$ cat config.mk
export PLATFORM = sky130hd
export DESIGN_NAME = glyph_quad_vertex_generator_flat
export DESIGN_NICKNAME = d
export VERILOG_FILES = /design/src/design/gqv_pkg.sv /design/src/design/gqv_if.sv /design/src/design/gqv_ram.sv /design/src/design/gqv_emit.sv /design/src/design/glyph_quad_vertex_generator.sv /design/src/flat_wrapper.sv
export SDC_FILE = /design/constraint.sdc
export NUM_CORES = 2
export LEC_CHECK = 0
export BUFFER_PORTS_ARGS = -buffer_cell sky130_fd_sc_hd__buf_2
export CORE_MARGIN = 1
export CORE_UTILIZATION = 48
export DETAILED_ROUTE_END_ITERATION = 7
export HOLD_SLACK_MARGIN = 0.08
export PLACE_DENSITY = 0.66
export REMOVE_ABC_BUFFERS = 1
export SYNTH_ARGS = -nofsm -noshare
export SYNTH_HDL_FRONTEND = slang
export SYNTH_SLANG_ARGS = --single-unit
$ cat constraint.sdc
create_clock -name clk -period 6.5 [get_ports clk]
set_clock_uncertainty 0.05 [all_clocks]
set_input_delay 0.65 -clock clk [delete_from_list [all_inputs] [get_ports clk]]
set_output_delay 0.65 -clock clk [all_outputs]
set_load 0.05 [all_outputs]
$ cat src/design/gqv_pkg.sv
// ============================================================================
// gqv_pkg
// Shared types, codes and helpers for the glyph quad vertex generator.
// ============================================================================
`default_nettype none

package gqv_pkg;

    // Defaults for the top-level parameters
    localparam int GLYPH_COUNT_DEF  = 96;
    localparam int GLYPH_HEIGHT_DEF = 16;

    // Field widths
    localparam int POS_W   = 20;
    localparam int U_W     = 17;
    localparam int WIDTH_W = 8;
    localparam int SUM_W   = 22;   // pen arithmetic before saturation

    // Request kinds
    localparam logic [1:0] KIND_LOAD  = 2'd0;
    localparam logic [1:0] KIND_START = 2'd1;
    localparam logic [1:0] KIND_CHAR  = 2'd2;

    // Stage-1 operations
    localparam logic [1:0] OP_NONE  = 2'd0;
    localparam logic [1:0] OP_START = 2'd1;
    localparam logic [1:0] OP_SPACE = 2'd2;
    localparam logic [1:0] OP_GLYPH = 2'd3;

    // Character codes
    localparam logic [7:0] CHAR_SPACE = 8'd32;
    localparam logic [7:0] CHAR_FIRST = 8'd33;
    localparam logic [7:0] CHAR_LAST  = 8'd126;

    // Pen advance for a space: three pixels, 4 fraction bits
    localparam logic signed [SUM_W-1:0] SPACE_OFS = 22'sd48;

    // Vertex order TL, BR, BL, TL, TR, BR; bit i belongs to vertex i
    localparam logic [5:0] VTX_RIGHT  = 6'b110010;
    localparam logic [5:0] VTX_BOTTOM = 6'b100110;
    localparam logic [2:0] VTX_LAST   = 3'd5;

    typedef struct packed {
        logic [U_W-1:0]     left;
        logic [U_W-1:0]     right;
        logic [WIDTH_W-1:0] width;
    } glyph_t;

    localparam int GLYPH_W = $bits(glyph_t);

    typedef struct packed {
        logic signed [POS_W-1:0] xl;
        logic signed [POS_W-1:0] xr;
        logic signed [POS_W-1:0] yt;
        logic signed [POS_W-1:0] yb;
        logic [U_W-1:0]          u_left;
        logic [U_W-1:0]          u_right;
    } quad_t;

    // Clamp to the signed 20-bit position range
    function automatic logic signed [POS_W-1:0] sat_pos(input logic signed [SUM_W-1:0] v);
        logic signed [POS_W-1:0] r;
        if (v > 22'sd524287)
            r = 20'sh7FFFF;
        else if (v < -22'sd524288)
            r = 20'sh80000;
        else
            r = v[POS_W-1:0];
        return r;
    endfunction

    function automatic logic signed [SUM_W-1:0] ext_pos(input logic signed [POS_W-1:0] v);
        return $signed({{(SUM_W-POS_W){v[POS_W-1]}}, v});
    endfunction

endpackage

`default_nettype wire

$ cat src/design/gqv_if.sv
// ============================================================================
// gqv channel interfaces
// Text request channel and vertex result channel, valid/ready handshake.
// ============================================================================
`default_nettype none

interface gqv_in_if;
    logic                valid;
    logic                ready;
    logic [1:0]          kind;
    logic [6:0]          glyph_slot;
    logic [16:0]         glyph_left;
    logic [16:0]         glyph_right;
    logic [7:0]          glyph_width;
    logic signed [19:0]  start_x;
    logic signed [19:0]  start_y;
    logic [7:0]          char_code;

    modport source (output valid, kind, glyph_slot, glyph_left, glyph_right,
                    glyph_width, start_x, start_y, char_code, input ready);
    modport sink   (input valid, kind, glyph_slot, glyph_left, glyph_right,
                    glyph_width, start_x, start_y, char_code, output ready);
endinterface

interface gqv_out_if;
    logic                valid;
    logic                ready;
    logic signed [19:0]  vertex_x;
    logic signed [19:0]  vertex_y;
    logic [16:0]         tex_u;
    logic                tex_v;
    logic                last_vertex;

    modport source (output valid, vertex_x, vertex_y, tex_u, tex_v, last_vertex,
                    input ready);
    modport sink   (input valid, vertex_x, vertex_y, tex_u, tex_v, last_vertex,
                    output ready);
endinterface

`default_nettype wire

$ cat src/design/gqv_ram.sv
// ============================================================================
// gqv_ram
// Generic single-write, single-read RAM with registered read data.
// ============================================================================
`default_nettype none

module gqv_ram #(
    parameter int WIDTH = 8,
    parameter int DEPTH = 16
) (
    input  wire logic                     clk,
    input  wire logic                     we,
    input  wire logic [$clog2(DEPTH)-1:0] waddr,
    input  wire logic [WIDTH-1:0]         wdata,
    input  wire logic                     re,
    input  wire logic [$clog2(DEPTH)-1:0] raddr,
    output      logic [WIDTH-1:0]         rdata
);

    logic [WIDTH-1:0] mem [DEPTH];

    always_ff @(posedge clk)
    begin
        if (we)
        begin
            mem[waddr] <= wdata;
        end
        if (re)
        begin
            rdata <= mem[raddr];
        end
    end

endmodule

`default_nettype wire

$ cat src/design/gqv_emit.sv
// ============================================================================
// gqv_emit
// Quad buffer and vertex sequencer: six vertices per quad into an output
// register.
// ============================================================================
`default_nettype none

module gqv_emit
    import gqv_pkg::*;
(
    input  wire logic  clk,
    input  wire logic  rst_n,
    input  wire logic  quad_valid,
    output      logic  quad_ready,
    input  wire quad_t quad,
    gqv_out_if.source  vertex_out
);

    quad_t      quad_reg;
    logic       busy_reg, busy_next;
    logic [2:0] cnt_reg, cnt_next;
    logic       out_valid_reg, out_valid_next;
    logic       adv;
    logic       take_quad;
    logic       sel_right, sel_bottom;

    logic signed [POS_W-1:0] vx_reg, vy_reg;
    logic [U_W-1:0]          u_reg;
    logic                    v_reg, last_reg;

    assign adv        = busy_reg && (!out_valid_reg || vertex_out.ready);
    assign quad_ready = !busy_reg || (adv && cnt_reg == VTX_LAST);
    assign take_quad  = quad_valid && quad_ready;
    assign sel_right  = VTX_RIGHT[cnt_reg];
    assign sel_bottom = VTX_BOTTOM[cnt_reg];

    always_comb
    begin
        busy_next = busy_reg;
        cnt_next  = cnt_reg;
        if (adv)
        begin
            cnt_next = cnt_reg + 3'd1;
            if (cnt_reg == VTX_LAST)
                busy_next = 1'b0;
        end
        if (take_quad)
        begin
            busy_next = 1'b1;
            cnt_next  = 3'd0;
        end
        if (adv)
            out_valid_next = 1'b1;
        else if (vertex_out.ready)
            out_valid_next = 1'b0;
        else
            out_valid_next = out_valid_reg;
    end

    always_ff @(posedge clk or negedge rst_n)
    begin
        if (!rst_n)
        begin
            busy_reg      <= 1'b0;
            cnt_reg       <= 3'd0;
            out_valid_reg <= 1'b0;
        end
        else
        begin
            busy_reg      <= busy_next;
            cnt_reg       <= cnt_next;
            out_valid_reg <= out_valid_next;
        end
    end

    always_ff @(posedge clk)
    begin
        if (take_quad)
            quad_reg <= quad;
        if (adv)
        begin
            vx_reg   <= sel_right  ? quad_reg.xr : quad_reg.xl;
            vy_reg   <= sel_bottom ? quad_reg.yb : quad_reg.yt;
            u_reg    <= sel_right  ? quad_reg.u_right : quad_reg.u_left;
            v_reg    <= sel_bottom;
            last_reg <= (cnt_reg == VTX_LAST);
        end
    end

    assign vertex_out.valid       = out_valid_reg;
    assign vertex_out.vertex_x    = vx_reg;
    assign vertex_out.vertex_y    = vy_reg;
    assign vertex_out.tex_u       = u_reg;
    assign vertex_out.tex_v       = v_reg;
    assign vertex_out.last_vertex = last_reg;

`ifndef SYNTH
    // A new quad only lands on an idle sequencer or as the last vertex leaves
    a_quad_handoff: assert property (@(posedge clk) disable iff (!rst_n)
        take_quad |-> (!busy_reg || cnt_reg == VTX_LAST))
        else $error("quad taken mid-sequence");

    a_cnt_range: assert property (@(posedge clk) disable iff (!rst_n)
        busy_reg |-> cnt_reg <= VTX_LAST)
        else $error("vertex counter out of range");

    a_last_flag: assert property (@(posedge clk) disable iff (!rst_n)
        (adv && cnt_reg == VTX_LAST) |=> (out_valid_reg && last_reg))
        else $error("sixth vertex not marked last");
`endif

endmodule

`default_nettype wire

$ cat src/design/glyph_quad_vertex_generator.sv
// ============================================================================
// glyph_quad_vertex_generator
// Turns text requests into textured quad vertices from a glyph table and pen.
// ============================================================================
//
//  channel     dir  payload                                    handshake
//  ----------  ---  -----------------------------------------  -----------
//  text_in     in   kind, glyph_slot, glyph_left/right/width,  valid/ready
//                   start_x, start_y, char_code
//  vertex_out  out  vertex_x, vertex_y, tex_u, tex_v,          valid/ready
//                   last_vertex
//
//  A request is taken every cycle unless a printable character waits in
//  stage 1 for the vertex sequencer; a character yields six vertices in turn
//  on the single result port, and the sequencer takes the next quad only as
//  its last vertex leaves. Loads, starts, spaces and ignored codes never wait.
//  A character goes request edge -> glyph read -> quad/pen update -> first
//  vertex registered; the quad waits in stage 1 while the sequencer is busy.
//  Reset clears pen and control state; glyph table contents are undefined
//  until loaded. A stalled result port holds the output register and backs
//  up through the sequencer into stage 1 and then text_in.ready.
//
// ============================================================================
`default_nettype none

module glyph_quad_vertex_generator
    import gqv_pkg::*;
#(
    parameter int GLYPH_COUNT  = GLYPH_COUNT_DEF,
    parameter int GLYPH_HEIGHT = GLYPH_HEIGHT_DEF
) (
    input  wire logic  clk,
    input  wire logic  rst_n,
    gqv_in_if.sink     text_in,
    gqv_out_if.source  vertex_out
);

    localparam int AW = $clog2(GLYPH_COUNT);
    // Glyph height in position units (4 fraction bits)
    localparam logic signed [SUM_W-1:0] HEIGHT_OFS = SUM_W'(GLYPH_HEIGHT * 16);

    // ---------------------------------------------------------------- stage 0
    logic             accept;
    logic [7:0]       char_slot;
    logic             slot_ok;
    logic             char_ok;
    logic [1:0]       op_in;
    logic             ram_we, ram_re;
    logic [GLYPH_W-1:0] ram_wdata, ram_rdata;

    assign accept    = text_in.valid && text_in.ready;
    assign char_slot = text_in.char_code - CHAR_SPACE;
    assign slot_ok   = {1'b0, text_in.glyph_slot} < 8'(GLYPH_COUNT);
    assign char_ok   = (text_in.char_code inside {[CHAR_FIRST:CHAR_LAST]}) &&
                       (char_slot < 8'(GLYPH_COUNT));

    always_comb
    begin
        op_in = OP_NONE;
        case (text_in.kind)
            KIND_START: op_in = OP_START;
            KIND_CHAR:
            begin
                if (text_in.char_code == CHAR_SPACE)
                    op_in = OP_SPACE;
                else if (char_ok)
                    op_in = OP_GLYPH;
            end
            default:    op_in = OP_NONE;
        endcase
    end

    // Load writes on its own accept edge; any later character reads after
    // it, so a read never meets a write to the same entry in one cycle.
    assign ram_we    = accept && (text_in.kind == KIND_LOAD) && slot_ok;
    assign ram_re    = accept && (op_in == OP_GLYPH);
    assign ram_wdata = {text_in.glyph_left, text_in.glyph_right, text_in.glyph_width};

    gqv_ram #(
        .WIDTH (GLYPH_W),
        .DEPTH (GLYPH_COUNT)
    ) u_glyph_ram (
        .clk   (clk),
        .we    (ram_we),
        .waddr (text_in.glyph_slot[AW-1:0]),
        .wdata (ram_wdata),
        .re    (ram_re),
        .raddr (char_slot[AW-1:0]),
        .rdata (ram_rdata)
    );

    // ---------------------------------------------------------------- stage 1
    // Holds the request while the glyph entry comes out of the RAM; the pen
    // is only touched here so starts and advances stay in request order.
    logic                    s1_valid_reg;
    logic [1:0]              s1_op_reg;
    logic signed [POS_W-1:0] s1_x_reg, s1_y_reg;
    logic signed [POS_W-1:0] pen_x_reg, pen_x_next;
    logic signed [POS_W-1:0] pen_y_reg, pen_y_next;
    logic                    s1_advance;
    logic                    quad_valid, quad_ready;
    glyph_t                  glyph;
    quad_t                   quad;
    logic signed [SUM_W-1:0] pen_x_ext, w_ofs, w1_ofs;

    assign glyph      = glyph_t'(ram_rdata);
    assign quad_valid = s1_valid_reg && (s1_op_reg == OP_GLYPH);
    assign s1_advance = s1_valid_reg && ((s1_op_reg != OP_GLYPH) || quad_ready);
    assign text_in.ready = !s1_valid_reg || s1_advance;

    assign pen_x_ext = ext_pos(pen_x_reg);
    assign w_ofs     = $signed({{(SUM_W-WIDTH_W-4){1'b0}}, glyph.width, 4'b0000});
    assign w1_ofs    = w_ofs + 22'sd16;

    assign quad.xl      = pen_x_reg;
    assign quad.xr      = sat_pos(pen_x_ext + w_ofs);
    assign quad.yt      = pen_y_reg;
    assign quad.yb      = sat_pos(ext_pos(pen_y_reg) - HEIGHT_OFS);
    assign quad.u_left  = glyph.left;
    assign quad.u_right = glyph.right;

    always_comb
    begin
        pen_x_next = pen_x_reg;
        pen_y_next = pen_y_reg;
        if (s1_advance)
        begin
            case (s1_op_reg)
                OP_START:
                begin
                    pen_x_next = s1_x_reg;
                    pen_y_next = s1_y_reg;
                end
                OP_SPACE: pen_x_next = sat_pos(pen_x_ext + SPACE_OFS);
                OP_GLYPH: pen_x_next = sat_pos(pen_x_ext + w1_ofs);
                default:  pen_x_next = pen_x_reg;
            endcase
        end
    end

    always_ff @(posedge clk or negedge rst_n)
    begin
        if (!rst_n)
        begin
            s1_valid_reg <= 1'b0;
            s1_op_reg    <= OP_NONE;
            pen_x_reg    <= '0;
            pen_y_reg    <= '0;
        end
        else
        begin
            pen_x_reg <= pen_x_next;
            pen_y_reg <= pen_y_next;
            if (accept)
            begin
                s1_valid_reg <= 1'b1;
                s1_op_reg    <= op_in;
            end
            else if (s1_advance)
            begin
                s1_valid_reg <= 1'b0;
            end
        end
    end

    always_ff @(posedge clk)
    begin
        if (accept)
        begin
            s1_x_reg <= text_in.start_x;
            s1_y_reg <= text_in.start_y;
        end
    end

    // ---------------------------------------------------------------- output
    gqv_emit u_emit (
        .clk        (clk),
        .rst_n      (rst_n),
        .quad_valid (quad_valid),
        .quad_ready (quad_ready),
        .quad       (quad),
        .vertex_out (vertex_out)
    );

endmodule

`default_nettype wire
$ cat src/flat_wrapper.sv
// flat-port wrapper written by rule: the top's interface ports become plain ports
module glyph_quad_vertex_generator_flat import gqv_pkg::*;
#(
    parameter int GLYPH_COUNT  = GLYPH_COUNT_DEF,
    parameter int GLYPH_HEIGHT = GLYPH_HEIGHT_DEF
)
  (clk, rst_n, text_in_valid, text_in_kind, text_in_glyph_slot, text_in_glyph_left, text_in_glyph_right, text_in_glyph_width, text_in_start_x, text_in_start_y, text_in_char_code, text_in_ready, vertex_out_valid, vertex_out_vertex_x, vertex_out_vertex_y, vertex_out_tex_u, vertex_out_tex_v, vertex_out_last_vertex, vertex_out_ready);
  gqv_in_if text_in_i ();
  gqv_out_if vertex_out_i ();
  input  wire logic clk;
  input  wire logic rst_n;
  input wire logic [$bits(text_in_i.valid)-1:0] text_in_valid;
  input wire logic [$bits(text_in_i.kind)-1:0] text_in_kind;
  input wire logic [$bits(text_in_i.glyph_slot)-1:0] text_in_glyph_slot;
  input wire logic [$bits(text_in_i.glyph_left)-1:0] text_in_glyph_left;
  input wire logic [$bits(text_in_i.glyph_right)-1:0] text_in_glyph_right;
  input wire logic [$bits(text_in_i.glyph_width)-1:0] text_in_glyph_width;
  input wire logic [$bits(text_in_i.start_x)-1:0] text_in_start_x;
  input wire logic [$bits(text_in_i.start_y)-1:0] text_in_start_y;
  input wire logic [$bits(text_in_i.char_code)-1:0] text_in_char_code;
  output wire logic [$bits(text_in_i.ready)-1:0] text_in_ready;
  output wire logic [$bits(vertex_out_i.valid)-1:0] vertex_out_valid;
  output wire logic [$bits(vertex_out_i.vertex_x)-1:0] vertex_out_vertex_x;
  output wire logic [$bits(vertex_out_i.vertex_y)-1:0] vertex_out_vertex_y;
  output wire logic [$bits(vertex_out_i.tex_u)-1:0] vertex_out_tex_u;
  output wire logic [$bits(vertex_out_i.tex_v)-1:0] vertex_out_tex_v;
  output wire logic [$bits(vertex_out_i.last_vertex)-1:0] vertex_out_last_vertex;
  input wire logic [$bits(vertex_out_i.ready)-1:0] vertex_out_ready;
  assign text_in_i.valid = text_in_valid;
  assign text_in_i.kind = text_in_kind;
  assign text_in_i.glyph_slot = text_in_glyph_slot;
  assign text_in_i.glyph_left = text_in_glyph_left;
  assign text_in_i.glyph_right = text_in_glyph_right;
  assign text_in_i.glyph_width = text_in_glyph_width;
  assign text_in_i.start_x = text_in_start_x;
  assign text_in_i.start_y = text_in_start_y;
  assign text_in_i.char_code = text_in_char_code;
  assign text_in_ready = text_in_i.ready;
  assign vertex_out_valid = vertex_out_i.valid;
  assign vertex_out_vertex_x = vertex_out_i.vertex_x;
  assign vertex_out_vertex_y = vertex_out_i.vertex_y;
  assign vertex_out_tex_u = vertex_out_i.tex_u;
  assign vertex_out_tex_v = vertex_out_i.tex_v;
  assign vertex_out_last_vertex = vertex_out_i.last_vertex;
  assign vertex_out_i.ready = vertex_out_ready;
  glyph_quad_vertex_generator #(.GLYPH_COUNT(GLYPH_COUNT), .GLYPH_HEIGHT(GLYPH_HEIGHT)) u_core (.clk(clk), .rst_n(rst_n), .text_in(text_in_i), .vertex_out(vertex_out_i));
endmodule
# Word-level counts from Yosys, hierarchy flattened
# Memory sizes are Yosys's and may differ from the RTL's. A register that Yosys moved wholly into a read port is not among the register bits.
# Index checks and enable logic that the tools add are counted.
# op_classes
add_sub_neg	7
multipliers	0
div_mod_pow	0
order_cmp	13
eq_ne	9
shifts	0
mux	26
bitwise	0
n_reduce_logical	27
# op_table
operator	count
$mux 20	8
$gt 22x20->1 const B	4
$lt 22x20->1 const B	4
$pmux 20 s3	1
$add 20x13->21	1
$add 20x14->21	1
$add 20x7->21 const B	1
$sub 20x10->21 const B	1
$mux 17	1
$add 12x5->13 const B	1
$logic_and 1x1->1	11
$mux 1	11
$eq 2x2->1 const B	4
$eq 8x6->1 const B	1
$ge 8x6->1 const B	1
$le 8x7->1 const B	1
$lt 8x7->1 const B	1
$reduce_bool 2->1	4
$sub 8x6->8 const B	1
$lt 7x7->1 const B	1
$mux 3	2
$reduce_and 2->1	3
$eq 2x1->1 const B	2
$logic_or 1x1->1	4
other kinds (9)	12
# totals
regBits	261
latch_bits	0
ramBits	4032
mem_bits_ro	16
input_bits	103
output_inout_bits	61
mem_count	3
# memory_table
name	words	width	rd	rd_clocked_by_memory_dff	wr	line_no	rtl
u_core.u_glyph_ram.mem	96	42	1	1	1	gqv_ram.sv:20	logic [WIDTH-1:0] mem [DEPTH];
(no name shown)	8	1	1	0	0	gqv_emit.sv:35	assign sel_bottom = VTX_BOTTOM[cnt_reg];
(no name shown)	8	1	1	0	0	gqv_emit.sv:34	assign sel_right = VTX_RIGHT[cnt_reg];

# Longest topological paths before layout
# logic_depth
ltp_word	13
mapped_depth	12
ltp_nobuf	11

# Hierarchy
# Synthesis repeated with hierarchy kept, for this count alone.
# hier_totals
cells_unflattened	8077
hier_area_um2	167634.5
# modules_own_cells
module	instances	cells_per_inst	area_per_inst_um2
gqv_ram	1	7216	155730.6
gqv_emit	1	266	6248.5
glyph_quad_vertex_generator	1	595	5655.4

# Least setup slack after synthesis
# Ideal clock, no wire load.
# synth_timing
path_type	in2reg
from	in vertex_out_ready
to	reg u_core.u_emit.quad_reg[0] (netlist name) (enable)
arrival_time_ns	5.761
required_time_ns	5.857
slack_ns	0.096
path_stages	3
path_cell_list	nand2b_1 a21oi_1 nor2_1
# synth_via
elab_chain_len	5
# synth_rtl
item	line_no	rtl
start, declared	flat_wrapper.sv:28	input wire logic [$bits(vertex_out_i.ready)-1:0] vertex_out_ready;
$logic_or 1x1->1	gqv_emit.sv:31	assign adv = busy_reg && (!out_valid_reg || vertex_out.ready);
$logic_and 1x1->1	gqv_emit.sv:31	
$logic_and 1x1->1	gqv_emit.sv:32	assign quad_ready = !busy_reg || (adv && cnt_reg == VTX_LAST);
$logic_or 1x1->1	gqv_emit.sv:32	
$logic_and 1x1->1	gqv_emit.sv:33	assign take_quad = quad_valid && quad_ready;
end signal, assigned	gqv_emit.sv:79	quad_reg <= quad;
end, declared	gqv_emit.sv:19	quad_t quad_reg;
# No other way between the ends.
# A chain may end at the register's enable or synchronous reset.

# Worst setup path in the final report
# layout_timing
from	reg u_core.u_emit.cnt_reg[1]
to	mem u_core.u_glyph_ram.mem[19][17] (netlist name) (enable)
# layout_via
elab_chain_len	11
# layout_rtl
item	line_no	rtl
start, declared	gqv_emit.sv:21	logic [2:0] cnt_reg, cnt_next;
start signal, assigned	gqv_emit.sv:71	cnt_reg <= cnt_next;
$eq 3x3->1	gqv_emit.sv:32	
$logic_and 1x1->1	gqv_emit.sv:32	
$logic_or 1x1->1	gqv_emit.sv:32	
$logic_or 1x1->1	glyph_quad_vertex_generator.sv:108	assign s1_advance = s1_valid_reg && ((s1_op_reg != OP_GLYPH) || quad_ready);
$logic_and 1x1->1	glyph_quad_vertex_generator.sv:108	
$logic_or 1x1->1	glyph_quad_vertex_generator.sv:109	assign text_in.ready = !s1_valid_reg || s1_advance;
$logic_and 1x1->1	glyph_quad_vertex_generator.sv:51	assign accept = text_in.valid && text_in.ready;
net u_core.accept	glyph_quad_vertex_generator.sv:43	logic accept;
$logic_and 1x1->1 (2 in a row)	glyph_quad_vertex_generator.sv:75	assign ram_we = accept && (text_in.kind == KIND_LOAD) && slot_ok;
$mux 1	gqv_ram.sv:24	if (we)
$mux 1 (not written as such)	gqv_ram.sv:26	mem[waddr] <= wdata;
end, declared	gqv_ram.sv:20	
# The timed path passes the listed nets, and every way through them passes these cells.

==> results.yml <==
die:
  die_x_um: 590
  dieArea_sq_um: 348000
  row_count: 215
  initial_core_util_pct: 48.3
  fp.dieH_um: 590
  core_area_sq_um: 343000
  io_pins: 164
placed_design:
  place_area_sq_um: 174000
  hpwl_mm: 240
  routabilityCongestion: 0.855
  pre_cts_slack_ns: 1.61
  io_buffers: 163
layout:
  fill_cells: 25043
  nNetsFinal: 7687
  layout-drive-gt1-share_pct: 31.0
  largest_register_ffs: 4032
  syn_to_final_growth_pct: 13.6
  design_area_sq_um: 188000
clocking:
  cts_buffer_depth: 4
  cts_hold_buf: 58
  numCtsBuffers: 429
  cts_sinks: 4335
  htreeDepth: 5
  cts.reportedPaths.clkPinSlew_ns: 0.06
  cts_resized: 0
  postCtsSetupBuffers: 0
  tritoncts: "done"
  clk_latency_ns: 0.95
  root_buffer: "clkbuf_16"
timing:
  period_minus_slack_ns: 4.71
  fmax_mhz: 212
  setup_viol: 0
  rsz0062_at_grt: "false"
  relSlewSlack_pct: 2.99
  drv_slew: 0
  period_share_pct: 72.5
  worst_pin_slew_ns: 1.45
  fin_ws_ns: 1.79
  final_hold_viol_count: 0
critical_path:
  critPathSlowestCell: "nor2_4"
  cp_slowest_stage_delay_ns: 1.08
  required_ns: 7.04
  cp-end-kind: "flop"
  r2r-end: "u_core.u_glyph_ram.mem[19][17]"
  cp.buffers_inverters: 4
  crit_chain: "inv_1 > ha_1 > and2_1 > a211o_1 > nand2_1 > inv_2 > nand4_1 > inv_1 > nand3b_1 > nor2_4 > buf_4"
  worst-r2r-cell-count: 11
  cp.arrival_ns: 5.25
  startpoint_type: "flop"
  critical_path.max_fanout: 20
  path_delay_family: "simple AND/OR/NAND/NOR gates"
  r2r_setup_slack_ns: 1.79
  worstReg2RegStart: "u_core.u_emit.cnt_reg[1]"
  crit_type: "reg2reg"
  cpMostUsedCell: "inv_1"
route:
  drt-pass1-iter-count: 6
  drt_iter0_drc: 11630
  drc_errors: 0
  vias_per_cell: 6.34
  drt_wl_total_mm: 430
  num_vias: 79090
  ant_nets: 0
  routedWlPerCell_um: 34.5
hold_path:
  hold_start: "text_in_glyph_width[7]"
  whs_path_depth: 1
  hold_path_class: "in2reg"
  min_to: "u_core.u_glyph_ram.mem[60][7]"
global_routing:
  grt_pass1_wl_mm: 603
  overflow: 0
  grt_max_degree: 97
  track_usage_pct: 24.6
  antenna_found_initial: 55
  grt_pass1_vias: 79342
yosys:
  synth_ff_type: "edfxtp_1"
  synth_edf_count: 4287
  synthesis.area_sq_um: 166000
  ys_seq_area_share_pct: 78.4
  ys_ff_latch: 4335
  postSynthCellCount: 6967
  yosys_warnings: 0
  avgSynthCellArea_sq_um: 23.8
  yosysUniqueCellTypes: 63
  async_flop_share_pct: 1.11
pwr:
  power_uw: 59600
  sequentialPowerShare_pct: 52.7
  clkPwrFrac_pct: 39.9
  p_leak_uw: 0.0586
  switching_share_pct: 22.6
  comb_power_share_pct: 7.4
  vdd_drop_max_v: 0.000247
  pwr_density_cell_nw_per_um2: 316
  p_int_uw: 46100
  power.switching_uw: 13500
flow_run:
  max_cap_violations: 0
run_status:
  outcome: "completed"
-- synthesized netlist by cell type, types with 28 or more instances --
| cell type | number | area [sq um] |
|---|---|---|
| o21ai_0 | 85 | 425 |
| a21oi_1 | 31 | 155 |
| buf_2 | 100 | 500 |
| inv_1 | 28 | 105 |
| nand2_1 | 250 | 938 |
| ha_1 | 30 | 375 |
| edfxtp_1 | 4287 | 129000 |
| dfrtp_1 | 48 | 1200 |
| a311o_1 | 28 | 280 |
| buf_1 | 33 | 124 |
| mux2_2 | 61 | 687 |
| mux4_2 | 1260 | 28400 |
| nand3_1 | 64 | 320 |
| clkbuf_1 | 199 | 747 |
| nor2_1 | 190 | 713 |
-- routing by layer --
metal | global-route usage (%) | wire (um)
met5 | 0 | 124
met4 | 7.65 | 14300
met3 | 4.70 | 42900
met2 | 39.0 | 205000
met1 | 34.9 | 167000
-- kinds of logic after synthesis --
kind of cell	Yosys count	share of synthesized area, %
muxes	1324	17.5
adders and majority gates	32	0.251
DFF	4335	78.4
buffers and inverters	388	1.03
and+or+nand+nor	587	1.51
xor gates and xnor gates	43	0.227
AOI/OAI and AO/OA	258	1.06
-- cell type report --
class	count	area [sq um]	share of cell area, %
Clock inverter	245	2050	1.09
Sequential cell	4335	130000	69.0
Multi-Input combinational cell	2244	34900	18.5
Tap cell	4557	5700	3.03
Timing Repair Buffer	512	4320	2.29
Inverter	30	114	0.0604
Antenna cell	19	47.5	0.0252
Clock buffer	534	11300	6.01
-- worst reg2reg max path, delay by kind of cell, from the launching register on --
family	cells	cell delay (ns)
buffers and inverters	4	0.82
flip-flops	1	0.40
AO/OA/AOI/OAI	1	0.19
AND/OR/NAND/NOR	5	2.68
adder cells (fa/ha/maj)	1	0.21
-- through the flow --
stage          hold WS [ns]  instances  setup TNS [ns]  util (%)
2_1_floorplan         0.304       6609          -15.71         -
3_3_place_gp          0.352      11620               0      50.8
3_5_place_dp          0.355      11620               0      50.8
4_1_cts               0.104      12457               0      54.9
5_1_grt               0.129      12461               0      54.9
6_report              0.152      12476               0      54.9
-- cells in the final DEF (no fill, tap or decap), types with 17 or more instances in the layout --
cell,instances
a311o_1,28
clkbuf_16,437
inv_1,26
dfrtp_1,48
nor3_1,18
buf_4,287
clkbuf_1,95
a21oi_1,30
mux4_2,1260
diode_2,19
xor2_1,19
a221oi_1,17
nor2_4,98
nand3_1,62
nor2_1,91
mux2_2,61
ha_1,29
o21ai_0,85
nand2_1,250
dlygate4sd3_1,58
bufinv_16,29
clkinv_1,123
clkinv_2,57
buf_2,116
buf_12,48
xnor2_1,24
edfxtp_1,4287
-- worst max-delay path by stage --
stage | from | end | slack (ns) | cells past startpoint
floorplan | text_in_char_code[5] | u_core.u_glyph_ram.rdata[0] | -0.37 | 8
global placement | text_in_char_code[0] | u_core.u_glyph_ram.rdata[28] | 1.65 | 7
detailed placement | text_in_char_code[0] | u_core.u_glyph_ram.rdata[28] | 1.61 | 7
CTS | u_core.u_emit.cnt_reg[1] | u_core.u_glyph_ram.mem[51][21] | 1.93 | 12
global route | u_core.u_emit.cnt_reg[1] | u_core.u_glyph_ram.mem[19][17] | 1.69 | 11
finish | u_core.u_emit.cnt_reg[1] | u_core.u_glyph_ram.mem[19][17] | 1.79 | 11
-- power by group through the flow --
stage	Combinational (uW)	Clock [uW]	Sequential, uW
6_report	4410	23800	31400
5_1_grt	4660	25100	31400
4_1_cts	4430	24100	31400
3_5_place_dp	4380	0	32000
3_3_place_gp	4290	0	32000
2_1_floorplan	1910	0	32300
(Power assumes the default switching activity.)
